--- src/hw/rtl/bdpc_pkg.sv ---
`default_nettype none

package bdpc_pkg;

  // history ring depth used when the top level is not overridden
  localparam int unsigned HISTORY_DEPTH_DEF = 8;

  localparam int unsigned THR_W = 16;
  localparam int unsigned CNT_W = THR_W + 1;

  localparam logic [THR_W-1:0] SHORT_PRESS_RST = 16'd1000;
  localparam logic [THR_W-1:0] LONG_HOLD_RST   = 16'd10000;

  localparam int unsigned CFG_IDX_W = 8;
  localparam logic [CFG_IDX_W-1:0] CFG_SHORT_PRESS = 8'd0;
  localparam logic [CFG_IDX_W-1:0] CFG_LONG_HOLD   = 8'd1;

  typedef enum logic [1:0] {
    ST_UNPRESSED = 2'd0,
    ST_PRESSED   = 2'd1,
    ST_HELD      = 2'd2
  } status_t;

  // history scan result handed to the sequencer
  typedef struct packed {
    logic       done;
    logic [1:0] down;
  } hist_stat_t;

endpackage

`default_nettype wire

--- src/hw/rtl/button_debounce_press_classifier_unit.sv ---
// Two-button debounce and press classifier, one input item per timer tick.
// An item carries the raw active-low pin levels; the block stores them in a
// ring of HISTORY_DEPTH samples and calls a button down only when every stored
// sample shows it pressed. Per button a 17-bit hold counter runs while down
// and stops at long_hold_ticks + 1; a hold past long_hold_ticks makes it HELD,
// a debounced release with short_press_ticks < count <= long_hold_ticks gives
// a one-tick press event. A hold event fires when a button newly becomes HELD
// and arms a shared acknowledge; the next press edge of either button returns
// that button to unpressed. Each item yields exactly one result item. No new
// item is taken while one is in work: the history ring is walked one entry
// a cycle through its single read port, then one shared 17-bit comparator
// runs three steps for each button, then the result is loaded. The result
// sits in an output register, so the next item is taken while it waits;
// only a second result stalls behind a full register.
// Threshold writes take effect at once and are always accepted.
`default_nettype none

module button_debounce_press_classifier_unit
  import bdpc_pkg::*;
#(
  parameter int unsigned HISTORY_DEPTH = HISTORY_DEPTH_DEF
) (
  input  wire logic                 clk,
  input  wire logic                 rst,
  // input items
  input  wire logic                 s_axis_tvalid,
  output logic                      s_axis_tready,
  input  wire logic [7:0]           s_axis_tdata,   // [1:0] raw_button_pins
  // result items
  output logic                      m_axis_tvalid,
  input  wire logic                 m_axis_tready,
  output logic [15:0]               m_axis_tdata,   // [1:0] debounced_down,
                                                    // [2] press_event_one,
                                                    // [3] press_event_two,
                                                    // [4] hold_event,
                                                    // [6:5] button_one_status,
                                                    // [8:7] button_two_status
  // threshold register writes
  input  wire logic                 cfg_valid,
  output logic                      cfg_ready,
  input  wire logic [CFG_IDX_W-1:0] cfg_index,
  input  wire logic [THR_W-1:0]     cfg_data
);

  typedef enum logic [2:0] {
    S_IDLE,
    S_SCAN,
    S_INC,
    S_HCHK,
    S_EDGE,
    S_FINISH
  } state_t;

  state_t           state;
  logic [THR_W-1:0] short_thr;
  logic [THR_W-1:0] long_thr;

  logic [CNT_W-1:0] hold_cnt [2];
  status_t          status [2];
  status_t          prev_status [2];
  logic             held_ack;
  logic [1:0]       prev_down;
  logic [1:0]       down_r;
  logic [1:0]       change_r;
  logic             sel;          // button being worked on
  logic             within_long;  // count <= long_hold_ticks after this tick's count

  hist_stat_t       hist;
  logic             in_accept;
  logic             out_free;

  // shared compare unit
  logic [CNT_W-1:0] cmp_cnt;
  logic [CNT_W-1:0] cmp_thr;
  logic             cmp_gt;

  // end-of-tick classification
  status_t          st_fin [2];
  logic [1:0]       press_ev;
  logic             hold_ev;

  assign in_accept     = s_axis_tvalid && s_axis_tready;
  assign s_axis_tready = (state == S_IDLE);
  assign cfg_ready     = 1'b1;
  assign out_free      = !m_axis_tvalid || m_axis_tready;

  // pins are active low, the history stores 1 for pressed
  bdpc_hist #(
    .DEPTH(HISTORY_DEPTH)
  ) u_hist (
    .clk      (clk),
    .rst      (rst),
    .wr_en    (in_accept),
    .wr_sample(~s_axis_tdata[1:0]),
    .stat     (hist)
  );

  // edge step compares against the short threshold, the others against long
  assign cmp_cnt = hold_cnt[sel];
  assign cmp_thr = (state == S_EDGE) ? {1'b0, short_thr} : {1'b0, long_thr};
  assign cmp_gt  = cmp_cnt > cmp_thr;

  always_comb begin
    hold_ev = 1'b0;
    for (int b = 0; b < 2; b++) begin
      press_ev[b] = (status[b] == ST_PRESSED);
      st_fin[b]   = press_ev[b] ? ST_UNPRESSED : status[b];
      if (st_fin[b] == ST_HELD && prev_status[b] != ST_HELD) begin
        hold_ev = 1'b1;
      end
    end
  end

  always_ff @(posedge clk) begin
    if (rst) begin
      short_thr <= SHORT_PRESS_RST;
      long_thr  <= LONG_HOLD_RST;
    end else if (cfg_valid && cfg_ready) begin
      if (cfg_index == CFG_SHORT_PRESS) begin
        short_thr <= cfg_data;
      end else if (cfg_index == CFG_LONG_HOLD) begin
        long_thr <= cfg_data;
      end
    end
  end

  always_ff @(posedge clk) begin
    if (rst) begin
      state         <= S_IDLE;
      hold_cnt[0]   <= '0;
      hold_cnt[1]   <= '0;
      status[0]     <= ST_UNPRESSED;
      status[1]     <= ST_UNPRESSED;
      prev_status[0] <= ST_UNPRESSED;
      prev_status[1] <= ST_UNPRESSED;
      held_ack      <= 1'b0;
      prev_down     <= 2'b00;
      down_r        <= 2'b00;
      change_r      <= 2'b00;
      sel           <= 1'b0;
      within_long   <= 1'b0;
      m_axis_tvalid <= 1'b0;
      m_axis_tdata  <= '0;
    end else begin
      if (m_axis_tvalid && m_axis_tready) begin
        m_axis_tvalid <= 1'b0;
      end
      unique case (state)
        S_IDLE: begin
          if (in_accept) begin
            state <= S_SCAN;
          end
        end
        S_SCAN: begin
          if (hist.done) begin
            down_r    <= hist.down;
            change_r  <= hist.down ^ prev_down;
            prev_down <= hist.down;
            sel       <= 1'b0;
            state     <= S_INC;
          end
        end
        S_INC: begin
          // count while down, stop once past the long threshold
          if (down_r[sel] && !cmp_gt) begin
            hold_cnt[sel] <= hold_cnt[sel] + 1'b1;
          end
          state <= S_HCHK;
        end
        S_HCHK: begin
          within_long <= !cmp_gt;
          if (down_r[sel] && cmp_gt) begin
            status[sel] <= ST_HELD;
          end
          state <= S_EDGE;
        end
        S_EDGE: begin
          if (change_r[sel]) begin
            if (down_r[sel]) begin
              // press edge: restart the hold, an armed ack releases the button
              hold_cnt[sel] <= '0;
              if (held_ack) begin
                status[sel] <= ST_UNPRESSED;
                held_ack    <= 1'b0;
              end
            end else if (cmp_gt && within_long) begin
              status[sel] <= ST_PRESSED;
            end
          end
          if (sel) begin
            state <= S_FINISH;
          end else begin
            sel   <= 1'b1;
            state <= S_INC;
          end
        end
        S_FINISH: begin
          if (out_free) begin
            for (int b = 0; b < 2; b++) begin
              status[b]      <= st_fin[b];
              prev_status[b] <= st_fin[b];
            end
            if (hold_ev) begin
              held_ack <= 1'b1;
            end
            m_axis_tvalid <= 1'b1;
            m_axis_tdata  <= {7'd0, st_fin[1], st_fin[0], hold_ev, press_ev[1],
                              press_ev[0], down_r};
            state         <= S_IDLE;
          end
        end
        default: begin
          state <= S_IDLE;
        end
      endcase
    end
  end

endmodule

`default_nettype wire

--- src/hw/rtl/bdpc_hist.sv ---
`default_nettype none

module bdpc_hist
  import bdpc_pkg::*;
#(
  parameter int unsigned DEPTH = HISTORY_DEPTH_DEF
) (
  input  wire logic       clk,
  input  wire logic       rst,
  input  wire logic       wr_en,
  input  wire logic [1:0] wr_sample,
  output hist_stat_t      stat
);

  localparam int unsigned IW = (DEPTH > 1) ? $clog2(DEPTH) : 1;
  localparam int unsigned CW = $clog2(DEPTH + 1);
  localparam logic [IW-1:0] LAST_IDX = IW'(DEPTH - 1);
  localparam logic [CW-1:0] CNT_END  = CW'(DEPTH);

  logic [1:0]       mem [DEPTH];
  logic [DEPTH-1:0] vld;
  logic [IW-1:0]    wr_idx;
  logic [CW-1:0]    rd_cnt;
  logic             scanning;
  logic             rd_pend;
  logic [1:0]       rd_q;
  logic             rd_vld_q;
  logic [1:0]       acc;
  logic             done;
  logic             rd_go;
  logic [IW-1:0]    rd_addr;
  logic [1:0]       rd_data;

  assign rd_go   = scanning && (rd_cnt != CNT_END);
  assign rd_addr = rd_cnt[IW-1:0];
  // entries never written read as not pressed
  assign rd_data = rd_vld_q ? rd_q : 2'b00;

  always_ff @(posedge clk) begin
    if (wr_en) begin
      mem[wr_idx] <= wr_sample;
    end
    if (rd_go) begin
      rd_q <= mem[rd_addr];
    end
  end

  always_ff @(posedge clk) begin
    if (rst) begin
      vld      <= '0;
      wr_idx   <= '0;
      rd_cnt   <= '0;
      scanning <= 1'b0;
      rd_pend  <= 1'b0;
      rd_vld_q <= 1'b0;
      acc      <= 2'b00;
      done     <= 1'b0;
    end else begin
      done <= 1'b0;
      if (wr_en) begin
        vld[wr_idx] <= 1'b1;
        wr_idx      <= (wr_idx == LAST_IDX) ? '0 : wr_idx + 1'b1;
        scanning    <= 1'b1;
        rd_cnt      <= '0;
        rd_pend     <= 1'b0;
        acc         <= 2'b11;
      end else if (scanning) begin
        rd_pend <= rd_go;
        if (rd_go) begin
          rd_vld_q <= vld[rd_addr];
          rd_cnt   <= rd_cnt + 1'b1;
        end
        if (rd_pend) begin
          acc <= acc & rd_data;
        end
        if (!rd_go && rd_pend) begin
          scanning <= 1'b0;
          done     <= 1'b1;
        end
      end
    end
  end

  assign stat.done = done;
  assign stat.down = acc;

endmodule

`default_nettype wire

--- config.mk ---
export PLATFORM = sky130hd
export DESIGN_NAME = button_debounce_press_classifier_unit
export DESIGN_NICKNAME = d
export VERILOG_FILES = /design/src/hw/rtl/bdpc_pkg.sv /design/src/hw/rtl/button_debounce_press_classifier_unit.sv /design/src/hw/rtl/bdpc_hist.sv
export SDC_FILE = /design/constraint.sdc
export NUM_CORES = 1
export LEC_CHECK = 0
export BUFFER_PORTS_ARGS = -buffer_cell sky130_fd_sc_hd__buf_2
export CORE_MARGIN = 5
export CORE_UTILIZATION = 25
export CTS_BUF_LIST = sky130_fd_sc_hd__clkbuf_16
export CTS_CLUSTER_DIAMETER = 150
export DETAILED_ROUTE_END_ITERATION = 10
export GPL_TIMING_DRIVEN = 1
export PLACE_DENSITY = 0.43
export SYNTH_ARGS = -nofsm -noshare
export SYNTH_HDL_FRONTEND = slang
export SYNTH_SLANG_ARGS = --single-unit
--- constraint.sdc ---
create_clock -name clk -period 3.85 [get_ports clk]
set_input_delay 0.77 -clock clk [delete_from_list [all_inputs] [get_ports clk]]
set_output_delay 0.77 -clock clk [all_outputs]
set_load 0.1 [all_outputs]
==> results.toml <==
[floorplanning]
design.die.area_sq_um = 30170
die-width_um = 173.7
pin_count = 56
core_area_sq_um = 26650
start_util = 0.2514
die_h_um = 173.7
row_count = 60

[global_routing]
grt_pass1_vias = 4807
track_usage = 0.1045
antenna_found_initial = 0
grt-ovfl-total = 0
grt_pass1_wl_um = 25540
grt_max_degree = 49

[logic_synthesis]
syn_area_per_cell_sq_um = 10.75
yosysUniqueCellTypes = 62
synth_flop_cell = "dfxtp_1"
yosysSeqAreaShare = 0.4901
syn-instance-count = 623
async_reset_ff_frac = 0
synth_seq_cells = 134
synthTopCellsByArea = "edfxtp_1, dfxtp_1, mux2i_1"
synth_area_leader_cell = "edfxtp_1"
synth_edf_count = 60
yosys_warnings = 0
syn_area_sq_um = 6699
synth.top_cell.area_share = 0.2690

[clocking]
htreeDepth = 4
clk_latency_ps = 420
clockRootBuffer = "clkbuf_16"
clk_pin_slew_ps = 60
clock-sinks = 134
cts_buffers = 17
cts_tree = "done"
clock_path_buffers = 2
holdBufCountCts = 0
cts_setup_buffers = 0
post_cts_resized = 0

[critical_path]
crit_chain = "nor3b_2 > buf_12 > mux2i_1 > ha_1 > a21o_1 > a211oi_1 > o2111ai_2 > buf_12 > a2111oi_0"
critical_path_arrival_ps = 3500
required_ps = 4030
critical_path.top_delay_family = "compound AO/OA/AOI/OAI gates"
end_kind = "flop"
r2r_slack_ps = 530
rr_endpoint = "hold_cnt[1][0]"
crit_buf_inv = 2
cp_common_cell = "buf_12"
cp_max_fo = 17
critPathLaunchType = "flop"
rr_worst_depth = 9
max_stage_delay_ps = 430
path_class = "flop to flop"
worst_path_max_delay_cell = "dfxtp_1"
reg2reg_from = "state[0]"

[sta]
rsz0062_at_grt = "false"
finClkSkew_ps = 11.91
relSlewSlack = 0.5975
slew_viol_final = 0
setup_viol = 0
finalCritPeriodShare = 0.8632
max_freq_ghz = 0.3009
finalHoldViolCount = 0
timing.final.crit_period_ps = 3323
tightest_slew_ps = 598.2
holdWs_ps = 448.9

[layout]
nets = 722
final_common_cell = "dfxtp_1"
postLayoutCoreUtil = 0.2970
area_growth_pct = 18.17
most-common-layout-cells = "dfxtp_1, edfxtp_1, nor2_1"
drive_gt1_frac = 0.1920
num_antenna_cells = 0

[pwr]
leakage_nw = 2.945
power_mw = 4.332
powerDensity_nw_per_um2 = 547.2
vdd_ir_drop_max_mv = 0.4547

[min_path]
whs_endpoint = "m_axis_tdata[8]"
worstHoldStart = "m_axis_tdata[8]"
hold_path_depth = 1
hold_path_class = "flop to flop"

[outcome]
outcome = "completed"

[detailed_routing]
vias_per_cell = 4.717
wirelength_um = 15610
post_drt_wl_per_cell_um = 15.33
drc = 0
ant_nets = 0
drt_iter0_drc = 208
drt_first_pass_iters = 4
num_vias = 4802

[place]
dp_hpwl_um = 11290
gp_congestion = 0.7727
io_buffers = 41

[run]
max_cap_violations = 0
==> routing by layer <==
metal,track usage,vias up,share of wire
met3,0.02857,12,0.035
met4,0.02540,0,0.010
li1,-,2377,-
met1,0.1355,2336,0.47
met2,0.1739,77,0.48
met5,0,-,0
==> cell families after synthesis <==
logic type / share of synthesized area
AOI/OAI and AO/OA: 0.1341
xor gates and xnor gates: 0.02092
adders and majority gates: 0.03922
buffers and inverters: 0.04856
DFF: 0.4901
muxes: 0.1193
other: 0.001121
and+or+nand+nor: 0.1466
==> Yosys cell counts (9+ instances only) <==
library cell / number
nand2_1: 37
xnor2_1: 9
inv_1: 21
ha_1: 21
a211o_1: 11
nand4_1: 11
nor3_1: 12
a21oi_1: 28
nor2_1: 56
o21ai_0: 12
nand3_1: 11
a211oi_1: 30
mux2_2: 14
mux2i_1: 48
nor2b_1: 10
edfxtp_1: 60
dfxtp_1: 74
clkbuf_1: 22
==> report_power, final <==
part / switching, mW / internal (mW) / leakage (nW)
combinational: 0.599 / 0.372 / 1.47
sequential: 0.112 / 1.60 / 1.18
clock: 0.718 / 0.931 / 0.294
==> how the worst max path moves through the flow <==
stage / startpoint / end / depth (start not counted)
floorplan: state[2] / hold_cnt[0][0] / 10
global route: state[0] / hold_cnt[1][2] / 9
global placement: state[0] / hold_cnt[0][7] / 9
finish: state[0] / hold_cnt[1][0] / 9
detailed placement: state[0] / hold_cnt[1][1] / 9
CTS: state[0] / hold_cnt[1][0] / 9
==> final cells by class <==
class / instances / area, sq um
fillers: 2745 / 18730
clock buffers: 17 / 425.4
inverters: 22 / 82.58
well taps: 341 / 426.7
repair buffers: 61 / 392.9
flip-flops and latches: 134 / 3283
multi-input cells: 428 / 3127
clock inverters: 15 / 178.9
==> through the flow <==
step	cell area (sq um)	setup slack (ps)	setup TNS [ps]	std cells
after floorplan	6721	-31.10	-1116	629
after global placement	7312	619.4	0	986
after detailed placement	7312	522.1	0	986
after CTS	7916	502.6	0	1018
after global routing	7916	212.4	0	1018
final	7916	526.7	0	1018
==> sequential cells by signal, summed over array words and instances, names as in the netlist, 2 cells and up, named ones only <==
register       count
hold_cnt          34
long_thr          16
short_thr         16
u_hist.mem        16
m_axis_tdata       9
u_hist.vld         8
prev_status        4
status             4
u_hist.rd_cnt      4
state              3
u_hist.wr_idx      3
change_r           2
down_r             2
u_hist.acc         2
u_hist.rd_q        2
(Power assumes the default switching activity.)
